<file path="src/hw/rtl/mbp_pkg.sv">
`default_nettype none
// ----------------------------------------------------------------------------
// mbp_pkg
// Shared types, constants and helpers for the MSB-first bit packer.
// ----------------------------------------------------------------------------
package mbp_pkg;

	localparam int POS_W     = 20;  // bit position width
	localparam int VAL_W     = 32;  // field value width
	localparam int CNT_W     = 6;   // bit count / align multiple width
	localparam int WIN_W     = 40;  // current byte plus up to 32 new bits
	localparam int ADDR_W    = 16;  // reported byte address width
	localparam int NB_W      = 3;   // bytes touched per request, up to 5
	localparam int CFG_W     = 20;  // config data width, widest register
	localparam int CFG_BB_W  = 17;  // buffer_bytes register width
	localparam int MOD_STEP  = 4;   // remainder bits resolved per cycle
	localparam int MOD_CYC   = POS_W / MOD_STEP;
	localparam int MOD_CNT_W = $clog2(MOD_CYC + 1);
	localparam int Q_DEPTH   = 2;
	localparam int Q_PTR_W   = $clog2(Q_DEPTH);
	localparam int Q_CNT_W   = $clog2(Q_DEPTH + 1);

	// configuration register indexes
	localparam logic REG_BUFFER_BYTES = 1'b0;
	localparam logic REG_START_POS    = 1'b1;

	// request codes
	localparam logic REQ_WRITE = 1'b0;
	localparam logic REQ_ALIGN = 1'b1;

	// one classified request, handed from front to back
	typedef struct packed {
		logic [WIN_W-1:0]  window;
		logic [ADDR_W-1:0] addr;
		logic [NB_W-1:0]   nbytes;
		logic              byte_valid;
		logic              status;
	} job_t;

	// byte k of the window, counted from the top
	function automatic logic [7:0] win_byte(input logic [WIN_W-1:0] w,
	                                        input logic [NB_W-1:0] k);
		logic [7:0] b;
		case (k)
			3'd0:    b = w[39:32];
			3'd1:    b = w[31:24];
			3'd2:    b = w[23:16];
			3'd3:    b = w[15:8];
			3'd4:    b = w[7:0];
			default: b = 8'h00;
		endcase
		return b;
	endfunction

endpackage
`default_nettype wire

</file>
<file path="src/hw/rtl/mbp_front.sv">
`default_nettype none
// ----------------------------------------------------------------------------
// mbp_front
// Accepts requests, resolves padding length, checks capacity, updates the
// write position and hands a byte window to the back end.
// ----------------------------------------------------------------------------
module mbp_front import mbp_pkg::*; #(
	parameter int MAX_BUFFER_BYTES = 65536,
	parameter int MAX_FIELD_BITS   = 32
) (
	input  wire logic             clk,
	input  wire logic             arst_n,
	input  wire logic             push,
	output logic                  full,
	input  wire logic             req_type,
	input  wire logic [VAL_W-1:0] field_value,
	input  wire logic [CNT_W-1:0] bit_count,
	input  wire logic [CNT_W-1:0] align_multiple,
	input  wire logic             wr_en,
	input  wire logic             wr_index,
	input  wire logic [CFG_W-1:0] wr_data,
	output logic                  q_push,
	output job_t                  q_job,
	input  wire logic             q_full
);

	localparam int BB_W  = $clog2(MAX_BUFFER_BYTES + 1);
	localparam int CMP_W = (BB_W > CFG_BB_W) ? BB_W : CFG_BB_W;
	localparam int CAP_W = CMP_W + 3;
	localparam int SUM_W = CAP_W + 1;
	localparam logic [CMP_W-1:0] MAX_BB  = CMP_W'(MAX_BUFFER_BYTES);
	localparam logic [CAP_W-1:0] CAP_RST = {MAX_BB, 3'b000};
	localparam logic [CNT_W-1:0] MAXF    = CNT_W'(MAX_FIELD_BITS);

	logic             s1_valid_q;
	logic             s1_req_q;
	logic [VAL_W-1:0] s1_vj_q;     // value, left-justified and masked
	logic [CNT_W-1:0] s1_cnt_q;
	logic [CNT_W-1:0] s1_mul_q;

	logic [MOD_CNT_W-1:0] mod_left_q;
	logic [CNT_W-1:0]     mod_rem_q;
	logic [POS_W-1:0]     mod_pos_q;

	logic [POS_W-1:0] pos_q;
	logic [7:0]       partial_q;
	logic [CAP_W-1:0] cap_q;

	logic             accept;
	logic             exec;
	logic             write_ok;
	logic [CNT_W-1:0] rem_nx;
	logic [CNT_W:0]   rem_t;
	logic [CNT_W-1:0] n;
	logic [SUM_W-1:0] sum;
	logic             ovf;
	logic             nothing;
	logic [2:0]       bidx;
	logic [WIN_W-1:0] window;
	logic [NB_W-1:0]  nb;
	logic [POS_W-1:0] pos_inc;
	logic [POS_W-1:0] pos_d;
	logic [7:0]       partial_d;
	logic [CMP_W-1:0] wr_bb;
	logic [CMP_W-1:0] wr_bb_sat;
	logic [VAL_W-1:0] in_vj;

	// four restoring-remainder steps on the next position nibble
	always_comb begin
		rem_nx = mod_rem_q;
		rem_t  = '0;
		for (int j = 0; j < MOD_STEP; j++) begin
			rem_t = {rem_nx, mod_pos_q[POS_W-1-j]};
			if (rem_t >= {1'b0, s1_mul_q})
				rem_t = rem_t - {1'b0, s1_mul_q};
			rem_nx = rem_t[CNT_W-1:0];
		end
	end

	always_comb begin
		if (s1_req_q == REQ_WRITE)
			n = s1_cnt_q;
		else if (s1_mul_q == '0 || mod_rem_q == '0)
			n = '0;
		else
			n = s1_mul_q - mod_rem_q;
		sum     = SUM_W'(pos_q) + SUM_W'(n);
		ovf     = (n > MAXF) || ((n != '0) && (sum > SUM_W'(cap_q)));
		nothing = (n == '0);
		bidx    = pos_q[2:0];
		window  = {partial_q, {VAL_W{1'b0}}} | ({s1_vj_q, 8'h00} >> bidx);
		nb      = NB_W'((7'(bidx) + 7'(n) + 7'd7) >> 3);
		pos_inc = pos_q + POS_W'(n);
	end

	assign exec     = s1_valid_q && (mod_left_q == '0) && !q_full;
	assign write_ok = exec && !ovf && !nothing;
	assign full     = s1_valid_q && !exec;
	assign accept   = push && !full;
	assign q_push   = exec;

	always_comb begin
		if (ovf || nothing) begin
			q_job.window     = '0;
			q_job.addr       = '0;
			q_job.nbytes     = NB_W'(1);
			q_job.byte_valid = 1'b0;
			q_job.status     = ovf;
		end else begin
			q_job.window     = window;
			q_job.addr       = pos_q[ADDR_W+2:3];
			q_job.nbytes     = nb;
			q_job.byte_valid = 1'b1;
			q_job.status     = 1'b0;
		end
	end

	// next position and partial byte, config write has last word
	always_comb begin
		pos_d     = pos_q;
		partial_d = partial_q;
		if (write_ok) begin
			pos_d = pos_inc;
			if (pos_inc[2:0] == 3'b000)
				partial_d = 8'h00;
			else
				partial_d = win_byte(window, nb - NB_W'(1));
		end
		if (wr_en && wr_index == REG_START_POS) begin
			pos_d     = wr_data[POS_W-1:0];
			partial_d = 8'h00;
		end
	end

	always_comb begin
		wr_bb = CMP_W'(wr_data[CFG_BB_W-1:0]);
		if (wr_bb == '0)
			wr_bb_sat = CMP_W'(1);
		else if (wr_bb > MAX_BB)
			wr_bb_sat = MAX_BB;
		else
			wr_bb_sat = wr_bb;
	end

	assign in_vj = (req_type == REQ_WRITE) ?
	               (field_value << (CNT_W'(VAL_W) - bit_count)) : '0;

	always_ff @(posedge clk or negedge arst_n) begin
		if (!arst_n) begin
			s1_valid_q <= 1'b0;
			mod_left_q <= '0;
			pos_q      <= '0;
			partial_q  <= 8'h00;
			cap_q      <= CAP_RST;
		end else begin
			pos_q     <= pos_d;
			partial_q <= partial_d;
			if (wr_en && wr_index == REG_BUFFER_BYTES)
				cap_q <= {wr_bb_sat, 3'b000};
			if (accept) begin
				s1_valid_q <= 1'b1;
				mod_left_q <= (req_type == REQ_ALIGN && align_multiple != '0) ?
				              MOD_CNT_W'(MOD_CYC) : '0;
			end else begin
				if (exec)
					s1_valid_q <= 1'b0;
				if (s1_valid_q && mod_left_q != '0)
					mod_left_q <= mod_left_q - MOD_CNT_W'(1);
			end
		end
	end

	always_ff @(posedge clk) begin
		if (accept) begin
			s1_req_q  <= req_type;
			s1_vj_q   <= in_vj;
			s1_cnt_q  <= bit_count;
			s1_mul_q  <= align_multiple;
			mod_rem_q <= '0;
			mod_pos_q <= pos_d;
		end else if (s1_valid_q && mod_left_q != '0) begin
			mod_rem_q <= rem_nx;
			mod_pos_q <= mod_pos_q << MOD_STEP;
		end
	end

endmodule
`default_nettype wire

</file>
<file path="src/hw/rtl/mbp_fifo.sv">
`default_nettype none
// ----------------------------------------------------------------------------
// mbp_fifo
// Two-entry queue of jobs between the front and back ends.
// ----------------------------------------------------------------------------
module mbp_fifo import mbp_pkg::*; (
	input  wire logic clk,
	input  wire logic arst_n,
	input  wire logic wr,
	input  wire job_t wr_job,
	output logic      q_full,
	input  wire logic rd,
	output job_t      rd_job,
	output logic      q_empty
);

	job_t               ent_q [Q_DEPTH];
	logic [Q_PTR_W-1:0] wr_ptr_q;
	logic [Q_PTR_W-1:0] rd_ptr_q;
	logic [Q_CNT_W-1:0] count_q;

	assign q_full  = (count_q == Q_CNT_W'(Q_DEPTH));
	assign q_empty = (count_q == '0);
	assign rd_job  = ent_q[rd_ptr_q];

	always_ff @(posedge clk or negedge arst_n) begin
		if (!arst_n) begin
			wr_ptr_q <= '0;
			rd_ptr_q <= '0;
			count_q  <= '0;
		end else begin
			if (wr)
				wr_ptr_q <= wr_ptr_q + Q_PTR_W'(1);
			if (rd)
				rd_ptr_q <= rd_ptr_q + Q_PTR_W'(1);
			if (wr && !rd)
				count_q <= count_q + Q_CNT_W'(1);
			else if (rd && !wr)
				count_q <= count_q - Q_CNT_W'(1);
		end
	end

	always_ff @(posedge clk) begin
		if (wr)
			ent_q[wr_ptr_q] <= wr_job;
	end

endmodule
`default_nettype wire

</file>
<file path="src/hw/rtl/mbp_back.sv">
`default_nettype none
// ----------------------------------------------------------------------------
// mbp_back
// Walks the bytes of the head job into the output register, one result
// per cycle while that register is empty or being popped.
// ----------------------------------------------------------------------------
module mbp_back import mbp_pkg::*; (
	input  wire logic              clk,
	input  wire logic              arst_n,
	input  wire job_t              head,
	input  wire logic              q_empty,
	output logic                   q_pop,
	output logic                   empty,
	input  wire logic              pop,
	output logic [ADDR_W-1:0]      byte_address,
	output logic [7:0]             byte_value,
	output logic                   byte_valid,
	output logic                   status,
	output logic                   last
);

	logic [NB_W-1:0] k_q;
	logic            out_valid_q;
	logic            emit;
	logic            is_last;

	assign is_last = (k_q == head.nbytes - NB_W'(1));
	assign emit    = !q_empty && (!out_valid_q || pop);
	assign q_pop   = emit && is_last;
	assign empty   = !out_valid_q;

	always_ff @(posedge clk or negedge arst_n) begin
		if (!arst_n) begin
			k_q         <= '0;
			out_valid_q <= 1'b0;
		end else begin
			if (emit)
				out_valid_q <= 1'b1;
			else if (pop)
				out_valid_q <= 1'b0;
			if (emit)
				k_q <= is_last ? '0 : k_q + NB_W'(1);
		end
	end

	always_ff @(posedge clk) begin
		if (emit) begin
			byte_address <= head.addr + ADDR_W'(k_q);
			byte_value   <= win_byte(head.window, k_q);
			byte_valid   <= head.byte_valid;
			status       <= head.status;
			last         <= is_last;
		end
	end

endmodule
`default_nettype wire

</file>
<file path="src/hw/rtl/msb_first_bit_packer.sv">
`default_nettype none
// ----------------------------------------------------------------------------
// msb_first_bit_packer
// Packs variable-width fields MSB first into a byte buffer and reports every
// byte touched.
// ----------------------------------------------------------------------------
// A write request appends the low bit_count bits of field_value; an align
// request appends zeros up to the next multiple of align_multiple. Each
// request yields one result per byte it touches (address and contents, not
// yet written low bits zero) with last on the final one, or a single
// status-only result when there is nothing to append or the request would
// not fit (status = overflow, nothing written). Timing: the front end takes
// one write request per cycle while the two-entry job queue has room; an
// align request with a nonzero multiple first passes the remainder unit,
// which resolves four bits of the 20-bit position per cycle. The back end
// emits one result per cycle while its output register is free or popped,
// and that byte walk sets the sustained rate. Results sit in an output
// register; while a result waits for pop, new requests keep flowing until
// the job queue and the front stage are full.
// Configuration writes take effect at once and are meant for idle periods;
// writing start_bit_position moves the write position and clears the
// partial byte.
// ----------------------------------------------------------------------------
module msb_first_bit_packer import mbp_pkg::*; #(
	parameter int MAX_BUFFER_BYTES = 65536,
	parameter int MAX_FIELD_BITS   = 32
) (
	input  wire logic              clk,
	input  wire logic              arst_n,
	// request side
	input  wire logic              push,
	output logic                   full,
	input  wire logic              req_type,
	input  wire logic [VAL_W-1:0]  field_value,
	input  wire logic [CNT_W-1:0]  bit_count,
	input  wire logic [CNT_W-1:0]  align_multiple,
	// result side
	output logic                   empty,
	input  wire logic              pop,
	output logic [ADDR_W-1:0]      byte_address,
	output logic [7:0]             byte_value,
	output logic                   byte_valid,
	output logic                   status,
	output logic                   last,
	// configuration
	input  wire logic              wr_en,
	input  wire logic              wr_index,
	input  wire logic [CFG_W-1:0]  wr_data
);

	job_t q_in;
	job_t q_head;
	logic q_push;
	logic q_full;
	logic q_pop;
	logic q_empty;

	// front: classify, capacity check, position update
	mbp_front #(
		.MAX_BUFFER_BYTES(MAX_BUFFER_BYTES),
		.MAX_FIELD_BITS  (MAX_FIELD_BITS)
	) u_front (
		.clk           (clk),
		.arst_n        (arst_n),
		.push          (push),
		.full          (full),
		.req_type      (req_type),
		.field_value   (field_value),
		.bit_count     (bit_count),
		.align_multiple(align_multiple),
		.wr_en         (wr_en),
		.wr_index      (wr_index),
		.wr_data       (wr_data),
		.q_push        (q_push),
		.q_job         (q_in),
		.q_full        (q_full)
	);

	// decouples the front stage from the byte-by-byte walk in the back end
	mbp_fifo u_fifo (
		.clk    (clk),
		.arst_n (arst_n),
		.wr     (q_push),
		.wr_job (q_in),
		.q_full (q_full),
		.rd     (q_pop),
		.rd_job (q_head),
		.q_empty(q_empty)
	);

	// back: one byte transfer per cycle while the output register is free or popped
	mbp_back u_back (
		.clk         (clk),
		.arst_n      (arst_n),
		.head        (q_head),
		.q_empty     (q_empty),
		.q_pop       (q_pop),
		.empty       (empty),
		.pop         (pop),
		.byte_address(byte_address),
		.byte_value  (byte_value),
		.byte_valid  (byte_valid),
		.status      (status),
		.last        (last)
	);

endmodule
`default_nettype wire

</file>
<file path="config.mk">
export PLATFORM = sky130hd
export DESIGN_NAME = msb_first_bit_packer
export DESIGN_NICKNAME = d
export VERILOG_FILES = /design/src/hw/rtl/mbp_pkg.sv /design/src/hw/rtl/mbp_front.sv /design/src/hw/rtl/mbp_fifo.sv /design/src/hw/rtl/mbp_back.sv /design/src/hw/rtl/msb_first_bit_packer.sv
export SDC_FILE = /design/constraint.sdc
export NUM_CORES = 1
export LEC_CHECK = 0
export BUFFER_PORTS_ARGS = -buffer_cell sky130_fd_sc_hd__buf_2
export CAP_MARGIN = 10
export CORE_MARGIN = 8
export CORE_UTILIZATION = 50
export CTS_CLUSTER_SIZE = 8
export DETAILED_ROUTE_END_ITERATION = 12
export PLACE_DENSITY = 0.7
export SETUP_SLACK_MARGIN = 0.2
export SKIP_LAST_GASP = 1
export SYNTH_ARGS = -nofsm -noshare
export SYNTH_HDL_FRONTEND = slang
export SYNTH_SLANG_ARGS = --single-unit
</file>
<file path="constraint.sdc">
create_clock -name clk -period 7.7 [get_ports clk]
set_clock_uncertainty 0.1 [all_clocks]
set_input_delay 1.54 -clock clk [delete_from_list [all_inputs] [get_ports clk]]
set_output_delay 1.54 -clock clk [all_outputs]
set_load 0.005 [all_outputs]
</file>
==> results of run 1 <==
==> layout by cell type (no fill, tap or decap), drive strengths merged, types with 61 or more instances in the layout <==
master,instances
inv,78
a21oi,90
ha,71
clkbuf,71
nand2,98
mux2,62
buf,148
o21ai,61
nor2,150
edfxtp,212
mux2i,81
==> final timing paths <==
check	end	startpoint	slack (ns)
worst max-delay path	u_front.mod_rem_q[2]	u_front.s1_mul_q[3]	0.62
worst max register to register	u_front.mod_rem_q[2]	u_front.s1_mul_q[3]	0.62
worst min-delay path	u_back.out_valid_q	u_back.out_valid_q	0.39
min in group asynchronous	u_front.cap_q[14]	arst_n	1.09
max in group asynchronous	u_front.pos_q[0]	arst_n	5.82
worst min register to register	u_back.out_valid_q	u_back.out_valid_q	0.39
==> routing by layer <==
layer,part of all wire,wire length (um),global-route usage
met1,0.47,18600,0.281
met2,0.46,18200,0.317
met3,0.046,1820,0.0228
met4,0.024,959,0.0569
met5,0,0,0
==> timing repair <==
action	in CTS	in global routing
setup buffers	0	5
endpoints found under the setup margin	0	27
resized for setup	0	11
==> state kept, by name, summed over array words and instances, names as in the netlist, 8 cells and up <==
name / count
u_back.byte_address: 16
u_front.cap_q: 17
u_front.pos_q: 20
u_fifo.ent_q: 120
u_front.mod_pos_q: 20
u_front.s1_vj_q: 32
u_back.byte_value: 8
u_front.partial_q: 8
==> final cells by class <==
class | count | area share
Sequential cell | 275 | 0.411
Clock buffer | 71 | 0.0592
Tap cell | 448 | 0.0291
Inverter | 78 | 0.0152
Multi-Input combinational cell | 1093 | 0.438
Clock inverter | 2 | 0.00130
Timing Repair Buffer | 148 | 0.0455
==> kinds of logic after synthesis <==
logic type	synth area share
adders and majority gates	0.0614
xor gates and xnor gates	0.0338
and+or+nand+nor	0.124
buffers and inverters	0.0372
muxes	0.140
AOI/OAI and AO/OA	0.136
DFF	0.468
==> per-stage QoR <==
| step | instance area, sq um | worst slack, ns |
|---|---|---|
| after detailed placement | 18000 | 0.372 |
| final | 19200 | 0.615 |
| after global placement | 18000 | 0.532 |
| after global routing | 19200 | 0.160 |
| after CTS | 19100 | 0.341 |
| after floorplan | 16900 | 0.507 |
==> worst max-delay path, delay by kind of cell (launching register included) <==
| family | cells | cell delay [ns] |
|---|---|---|
| DFF | 1 | 0.38 |
| and+or+nand+nor | 9 | 1.56 |
| buffers and inverters | 3 | 0.44 |
| muxes | 2 | 0.47 |
| AOI/OAI and AO/OA | 14 | 2.79 |
| adders and majority gates | 4 | 1.18 |
==> metrics.csv, run 1 <==
stage,metric,value,unit
synth,sequential area share after synthesis,0.468,
clock_network,CTS root buffer,clkbuf_16,
timing,Final Critical Period,7.08,ns
synth,Yosys top cell by area,edfxtp_1,
cells_and_area,nets,1785,
grt,total track usage,0.198,
timing,Max Fclk,0.141,GHz
timing,Setup TNS Final,0,ns
hold_path,Worst Hold Class,flop to flop,
worst_setup_path,Setup CP Type,flop to flop,
grt,vias in the first global route,11962,
cells_and_area,layout cells sized above 1,0.200,
timing,final setup fails,0,
clock_network,H-tree levels,2,
timing,Slew headroom,0.353,
placed_design,DPL Wire Length,29.3,mm
synth,Cells after Synth,1526,
clock_network,CTS tree,yes,
synth,synth unique cells,84,
worst_setup_path,CP Max Fanout,7,
die,Die Y-Extent,200,um
worst_setup_path,Worst EP arrival,7.34,ns
clock_network,clk_lat worst skew,0.52,ns
cells_and_area,Final Non-Filler Cells,2115,
detailed_routing,DRT iter0 DRCs,886,
detailed_routing,Detail Route Antenna Nets,0,
synth,Synth Cell Area,16900,sq um
placed_design,routability cong.,0.911,
grt,initial antenna violation count,0,
worst_setup_path,CP required,7.96,ns
synth,YS warnings,0,
grt,largest net degree at the start of global routing,76,
synth,"count leader, synth",edfxtp_1,
cells_and_area,area grow syn2layout,13.8,%
detailed_routing,vias per std cell,5.78,
die,Starting Density,0.505,
hold_path,hold depth,2,
cells_and_area,# diodes,0,
timing,hold slack,0.392,ns
status,status,finished clean,
cells_and_area,register area,7920,sq um
cells_and_area,final core occ,0.575,
detailed_routing,DR vias,12223,
clock_network,deepest clock path buffer count,3,
placed_design,dpl cells,2036,
detailed_routing,Post-route DRC,0,
clock_network,cts hold-fix bufs,0,
clock_network,clock-pin slew on the worst setup and hold paths,0.05,ns
synth,Mapped Nets,1675,
worst_setup_path,CP max stage delay,0.41,ns
die,Cell Rows,67,
detailed_routing,Routed WL,39.6,mm
synth,syn avg cell area,11.1,sq um
worst_setup_path,critical path's most frequent cell,ha_1,
clock_network,TritonCTS Buffers,40,
placed_design,port buffer count,99,
run,max_cap viols,0,
synth,post-synth top area share,0.377,
die,Die W,200,um
clock_network,CTS Sinks,275,
synth,Main synth FF type,edfxtp_1,
synth,"EDFF count, synth",212,
cells_and_area,fill count,2844,
timing,RSZ-0062 raised after global routing,no,
grt,first-pass GRT wire length,63.5,mm
synth,main area contributors after synthesis,"edfxtp_1 38%, dfrtp_1 8.3%, ha_1 5.3%",
timing,final hold viol count,0,
detailed_routing,DR WL/cell,18.7,um
worst_setup_path,slowest CP cell,or3_4,
die,Die Footprint,40000,sq um
worst_setup_path,crit end category,flop,
synth,Post-synth top cells,"212 x edfxtp_1, 150 x nor2_1, 98 x nand2_1",
synth,"FF+latch count, synth",275,
detailed_routing,DR pass1 iterations,6,
timing,Final Cycle Share,0.920,
die,core region area,33400,sq um
worst_setup_path,Worst Setup Start Kind,flop,
die,I/O pin count,100,
synth,Post-synth ARST share,0.207,
timing,actual slew at the worst max-slew pin,0.970,ns
timing,Final Max Slew Viols,0,
grt,total congestion overflow,0,
worst_setup_path,Reg2Reg Depth,32,
cells_and_area,multi-input logic area,8430,sq um
Power of run 1 is left out: the tool's default activity adds up to more than one toggle a clock period on the data nets, which glitch-free logic cannot reach.
==> run 2: changes to the inputs <==
Settings changed: CORE_UTILIZATION 50 to 35, PLACE_DENSITY 0.7 to not set.
==> run 2 against run 1 <==
Against the previous run:
- final cell count up 7.1%
- setup slack worse by 0.067 ns
- die area up 39%
- register-to-register slack worse by 0.07 ns
- via count down 0.30%
- count of clock-buffer cells in the layout down 7
- critical endpoint is now u_front.mod_rem_q[1]
==> metrics.csv, run 2 (synthesis results as in run 1) <==
stage,metric,value,unit,change
clock_network,cts hold-fix bufs,0,,unchanged
timing,Final Critical Period,7.15,ns,+0.0674 ns
timing,Setup TNS Final,0,ns,unchanged
worst_setup_path,Worst R2R End,u_front.mod_rem_q[1],,
clock_network,clk_lat worst skew,0.53,ns,about the same
cells_and_area,fill count,4544,,+60%
die,Die Y-Extent,236,um,+18%
detailed_routing,Post-route DRC,0,,unchanged
detailed_routing,DR WL/cell,18.3,um,-2.1%
grt,total track usage,0.144,,-0.0539
worst_setup_path,crit end category,flop,,
grt,initial antenna violation count,0,,unchanged
worst_setup_path,CP required,7.97,ns,about the same
timing,hold slack,0.398,ns,+0.00602 ns
placed_design,routability cong.,0.855,,-6.1%
hold_path,hold depth,2,,unchanged
worst_setup_path,Worst Setup Start Kind,flop,,
worst_setup_path,Worst EP arrival,7.43,ns,+0.09 ns
hold_path,Worst Hold Class,flop to flop,,
timing,Final Cycle Share,0.929,,+0.00875
cells_and_area,"most common cell after layout, fill and taps aside",edfxtp_1,,
status,status,finished clean,,
timing,Slew headroom,0.301,,-0.0517
cells_and_area,Biggest register,u_fifo.ent_q,,
cells_and_area,nets,1775,,-0.56%
grt,first-pass GRT wire length,66.0,mm,+3.9%
cells_and_area,area grow syn2layout,14.9,%,
die,core region area,47700,sq um,+43%
clock_network,deepest clock path buffer count,3,,unchanged
die,Die Footprint,55600,sq um,+39%
worst_setup_path,Reg2Reg Depth,32,,unchanged
worst_setup_path,R2R setup slack,0.55,ns,-0.07 ns
die,I/O pin count,100,,unchanged
clock_network,CTS root buffer,clkbuf_16,,
cells_and_area,max reg flops,120,,unchanged
cells_and_area,"commonest cells after routing, fill and taps aside","212 x edfxtp_1, 149 x nor2_1, 99 x buf_2",,
timing,RSZ-0062 raised after global routing,yes,,
hold_path,Min-Delay Endpoint,u_front.partial_q[0],,
worst_setup_path,RR Startpoint,u_front.s1_mul_q[3],,
grt,vias in the first global route,12199,,+2.0%
detailed_routing,Routed WL,41.5,mm,+4.9%
grt,largest net degree at the start of global routing,76,,unchanged
worst_setup_path,CP max stage delay,0.42,ns,about the same
clock_network,TritonCTS Buffers,40,,unchanged
die,Cell Rows,80,,+19%
cells_and_area,layout cells sized above 1,0.207,,+0.00679
clock_network,CTS Sinks,275,,unchanged
timing,Final Max Slew Viols,0,,unchanged
hold_path,worst hold path startpoint,u_front.partial_q[0],,
timing,Max Fclk,0.140,GHz,-0.94%
timing,actual slew at the worst max-slew pin,1.05,ns,+0.0754 ns
placed_design,DPL Wire Length,31.0,mm,+5.8%
cells_and_area,Final Non-Filler Cells,2266,,+7.1%
cells_and_area,Top Registers,"u_fifo.ent_q: 120 flops, u_front.s1_vj_q: 32 flops",,
detailed_routing,DRT iter0 DRCs,835,,-5.8%
worst_setup_path,CP Max Fanout,7,,unchanged
detailed_routing,Detail Route Antenna Nets,0,,unchanged
clock_network,H-tree levels,2,,unchanged
clock_network,CTS tree,yes,,
clock_network,clock-pin slew on the worst setup and hold paths,0.05,ns,about the same
grt,total congestion overflow,0,,unchanged
detailed_routing,DR vias,12186,,-0.30%
die,Starting Density,0.354,,-0.151
timing,final hold viol count,0,,unchanged
detailed_routing,vias per std cell,5.38,,-6.9%
cells_and_area,# diodes,0,,unchanged
placed_design,port buffer count,99,,unchanged
worst_setup_path,slowest CP cell,edfxtp_1,,
detailed_routing,DR pass1 iterations,8,,+2
die,Die W,236,um,+18%
timing,final setup fails,0,,unchanged
placed_design,dpl cells,2191,,+7.6%
worst_setup_path,Setup CP Type,flop to flop,,
run,max_cap viols,0,,unchanged
## run 2: worst max-delay path by stage
stage                                       to                start  cells after the start
after floorplan           u_front.mod_rem_q[0]  u_front.s1_mul_q[1]                     32
after global placement    u_front.mod_rem_q[2]  u_front.s1_mul_q[2]                     33
after detailed placement  u_front.mod_rem_q[1]  u_front.s1_mul_q[2]                     33
after CTS                 u_front.mod_rem_q[1]  u_front.s1_mul_q[4]                     32
after global routing      u_front.mod_rem_q[1]  u_front.s1_mul_q[3]                     32
final                     u_front.mod_rem_q[1]  u_front.s1_mul_q[3]                     32
## run 2: worst max-delay path, delay by kind of cell, from the launching register on
| family | cells | cell delay (ns) |
|---|---|---|
| buffers and inverters | 3 | 0.44 |
| DFF | 1 | 0.42 |
| AOI/OAI and AO/OA | 15 | 2.83 |
| and+or+nand+nor | 8 | 1.46 |
| muxes | 2 | 0.53 |
| adders and majority gates | 4 | 1.22 |
## run 2: timing repair
action	4_1_cts	5_1_grt
pin swaps	0	5
setup buffers	0	7
setup endpoints to repair	6	24
cloned	0	0
resized for setup	3	28
## run 2: final cells by class
class	count	area (sq um)	share of cell area
Clock buffer	64	1100	0.0567
Clock inverter	3	30.0	0.00155
Inverter	78	293	0.0151
Multi-Input combinational cell	1093	8510	0.438
Sequential cell	275	7920	0.407
Tap cell	615	769	0.0396
Timing Repair Buffer	138	803	0.0413
## run 2: stage by stage
stage / worst slack, ns / util / area, sq um
2_1_floorplan: 0.507 / - / 16900
3_3_place_gp: 0.371 / 0.379 / 18100
3_5_place_dp: 0.126 / 0.379 / 18100
4_1_cts: 0.212 / 0.403 / 19200
5_1_grt: 0.171 / 0.407 / 19400
6_report: 0.548 / 0.407 / 19400
## run 2: layer usage
metal / part of all wire / global-route usage / wire length, um / vias to the layer above
li1: - / - / - / 5912
met1: 0.48 / 0.200 / 20000 / 5916
met2: 0.45 / 0.229 / 18900 / 298
met3: 0.044 / 0.0222 / 1820 / 60
met4: 0.021 / 0.0430 / 852 / 0
met5: 0 / 0 / 0 / -
Power of run 2 is left out for the same reason.
==> run 3: changes to the inputs <==
Settings changed: CORE_MARGIN 8 to 5, HOLD_SLACK_MARGIN set to 0.12.
Clock period 7.7 ns to 6.9 ns, I/O delays scaled along.
==> run 3 against run 2 <==
Against the previous run:
- worst hold slack lost 0.013 ns
- final cell count grew 2.9%
- die area shrank 5.0%
- setup slack lost 0.29 ns
- highest routed layer unchanged
- wire length grew 1.6%
- global-route usage grew 1.3 points
- utilization grew 1.8 points
- flip-flop and latch count is the same
- largest cell class unchanged
- count of clock-buffer cells in the layout grew 7
- non-clock buffer count grew 57
==> metrics.csv, run 3 (synthesis results as in run 1) <==
stage,metric,value,unit,change
run,max_cap viols,0,,unchanged
worst_setup_path,slowest CP cell,edfxtp_1,,
clock_network,cts hold-fix bufs,0,,unchanged
placed_design,area of placed instances,18400,sq um,+1.7%
cells_and_area,area grow syn2layout,19.9,%,
die,I/O pin count,100,,unchanged
timing,final setup fails,0,,unchanged
hold_path,Worst Hold Class,flop to flop,,
placed_design,routability cong.,0.861,,+0.67%
timing,Max Fclk,0.151,GHz,+7.7%
timing,setup slack after layout,0.262,ns,-0.286 ns
die,Starting Density,0.354,,unchanged
detailed_routing,vias per std cell,5.28,,-1.8%
timing,Final Critical Period,6.64,ns,-0.514 ns
die,Die W,230,um,-2.5%
placed_design,DPL Wire Length,30.8,mm,-0.48%
cells_and_area,Biggest register,u_fifo.ent_q,,
timing,Setup TNS Final,0,ns,unchanged
worst_setup_path,Worst EP arrival,6.93,ns,-0.50 ns
clock_network,CTS Sinks,275,,unchanged
clock_network,CTS root buffer,clkbuf_16,,
timing,Slew headroom,0.337,,+0.0356
die,Die Y-Extent,230,um,-2.5%
timing,actual slew at the worst max-slew pin,0.993,ns,-0.0523 ns
timing,final hold viol count,0,,unchanged
clock_network,clk_lat worst skew,0.54,ns,about the same
clock_network,deepest clock path buffer count,3,,unchanged
die,Die Footprint,52800,sq um,-5.0%
timing,RSZ-0062 raised after global routing,yes,,
timing,Final Cycle Share,0.962,,+0.0332
worst_setup_path,CP max stage delay,0.41,ns,about the same
grt,first-pass GRT wire length,68.0,mm,+3.0%
clock_network,CTS tree,yes,,
placed_design,dpl ws,-0.0719,ns,-0.198 ns
worst_setup_path,crit end category,flop,,
die,Cell Rows,80,,unchanged
worst_setup_path,Worst Setup Start Kind,flop,,
detailed_routing,DR vias,12317,,+1.1%
grt,largest net degree at the start of global routing,61,,-20%
detailed_routing,DR pass1 iterations,5,,-3
clock_network,TritonCTS Buffers,41,,+2.5%
cells_and_area,post-route cell area,20300,sq um,+4.3%
cells_and_area,max reg flops,120,,unchanged
die,core region area,47700,sq um,unchanged
detailed_routing,DRT iter0 DRCs,784,,-6.1%
cells_and_area,layout cells sized above 1,0.253,,+0.0462
grt,total track usage,0.157,,+0.0131
cells_and_area,"most common cell after layout, fill and taps aside",edfxtp_1,,
clock_network,H-tree levels,2,,unchanged
cells_and_area,fill count,4452,,-2.0%
grt,vias in the first global route,12424,,+1.8%
grt,initial antenna violation count,0,,unchanged
placed_design,port buffer count,99,,unchanged
clock_network,clock-pin slew on the worst setup and hold paths,0.05,ns,about the same
status,status,finished clean,,
timing,Final Max Slew Viols,0,,unchanged
worst_setup_path,critical path's most frequent cell,ha_4,,
detailed_routing,Detail Route Antenna Nets,0,,unchanged
grt,total congestion overflow,0,,unchanged
detailed_routing,Post-route DRC,0,,unchanged
detailed_routing,DR WL/cell,18.1,um,-1.2%
cells_and_area,Top Registers,"u_fifo.ent_q: 120 flops, u_front.s1_vj_q: 32 flops",,
cells_and_area,"commonest cells after routing, fill and taps aside","212 x edfxtp_1, 148 x nor2_1, 99 x buf_2",,
worst_setup_path,Setup CP Type,flop to flop,,
cells_and_area,nets,1833,,+3.3%
cells_and_area,# diodes,0,,unchanged
worst_setup_path,CP required,7.19,ns,-0.78 ns
worst_setup_path,CP Max Fanout,7,,unchanged
detailed_routing,Routed WL,42.2,mm,+1.6%
-- run 3: per-stage QoR --
step / utilization / cells / hold WS [ns]
floorplan: - / 1526 / 0.355
global placement: 0.385 / 2219 / 0.371
detailed placement: 0.385 / 2219 / 0.377
CTS: 0.418 / 2319 / 0.387
global route: 0.424 / 2332 / 0.414
finish: 0.424 / 2332 / 0.385
-- run 3: worst paths after layout --
path / slack, ns / startpoint / endpoint / cells after the start
max in group asynchronous: 5.21 / arst_n / u_front.pos_q[0] / 2
max: 0.26 / u_front.s1_mul_q[5] / u_front.mod_rem_q[1] / 35
min: 0.38 / u_front.partial_q[5] / u_front.partial_q[5] / 2
min reg2reg: 0.38 / u_front.partial_q[5] / u_front.partial_q[5] / 2
max reg2reg: 0.26 / u_front.s1_mul_q[5] / u_front.mod_rem_q[1] / 35
min in group asynchronous: 0.91 / arst_n / u_front.cap_q[15] / 2
-- run 3: timing repair --
action	in CTS	in global routing
resized for setup	28	35
setup endpoints to repair	23	48
pin swaps	20	14
buffers inserted	24	12
-- run 3: layer usage --
layer,up-vias,GRT usage,wire length (um)
met5,-,0,0
met4,0,0.0467,906
met3,56,0.0210,1680
met2,288,0.253,19800
met1,5956,0.221,19800
li1,6017,-,-
-- run 3: final cells by class --
type                            count  area [sq um]  area share
Clock buffer                       71          1150      0.0567
Clock inverter                      5           101     0.00500
Inverter                           78           298      0.0147
Multi-Input combinational cell   1093          8780       0.433
Sequential cell                   275          7920       0.391
Tap cell                          615           769      0.0380
Timing Repair Buffer              195          1260      0.0620
-- run 3: critical path: cells and delay by family, from the launching register on --
family / cells / cell delay [ns]
compound gates: 15 / 2.46
fa+ha+maj: 4 / 0.89
mux: 2 / 0.46
buf+inv: 5 / 0.69
simple gates: 9 / 1.50
flops: 1 / 0.41
Power of run 3 is left out for the same reason.
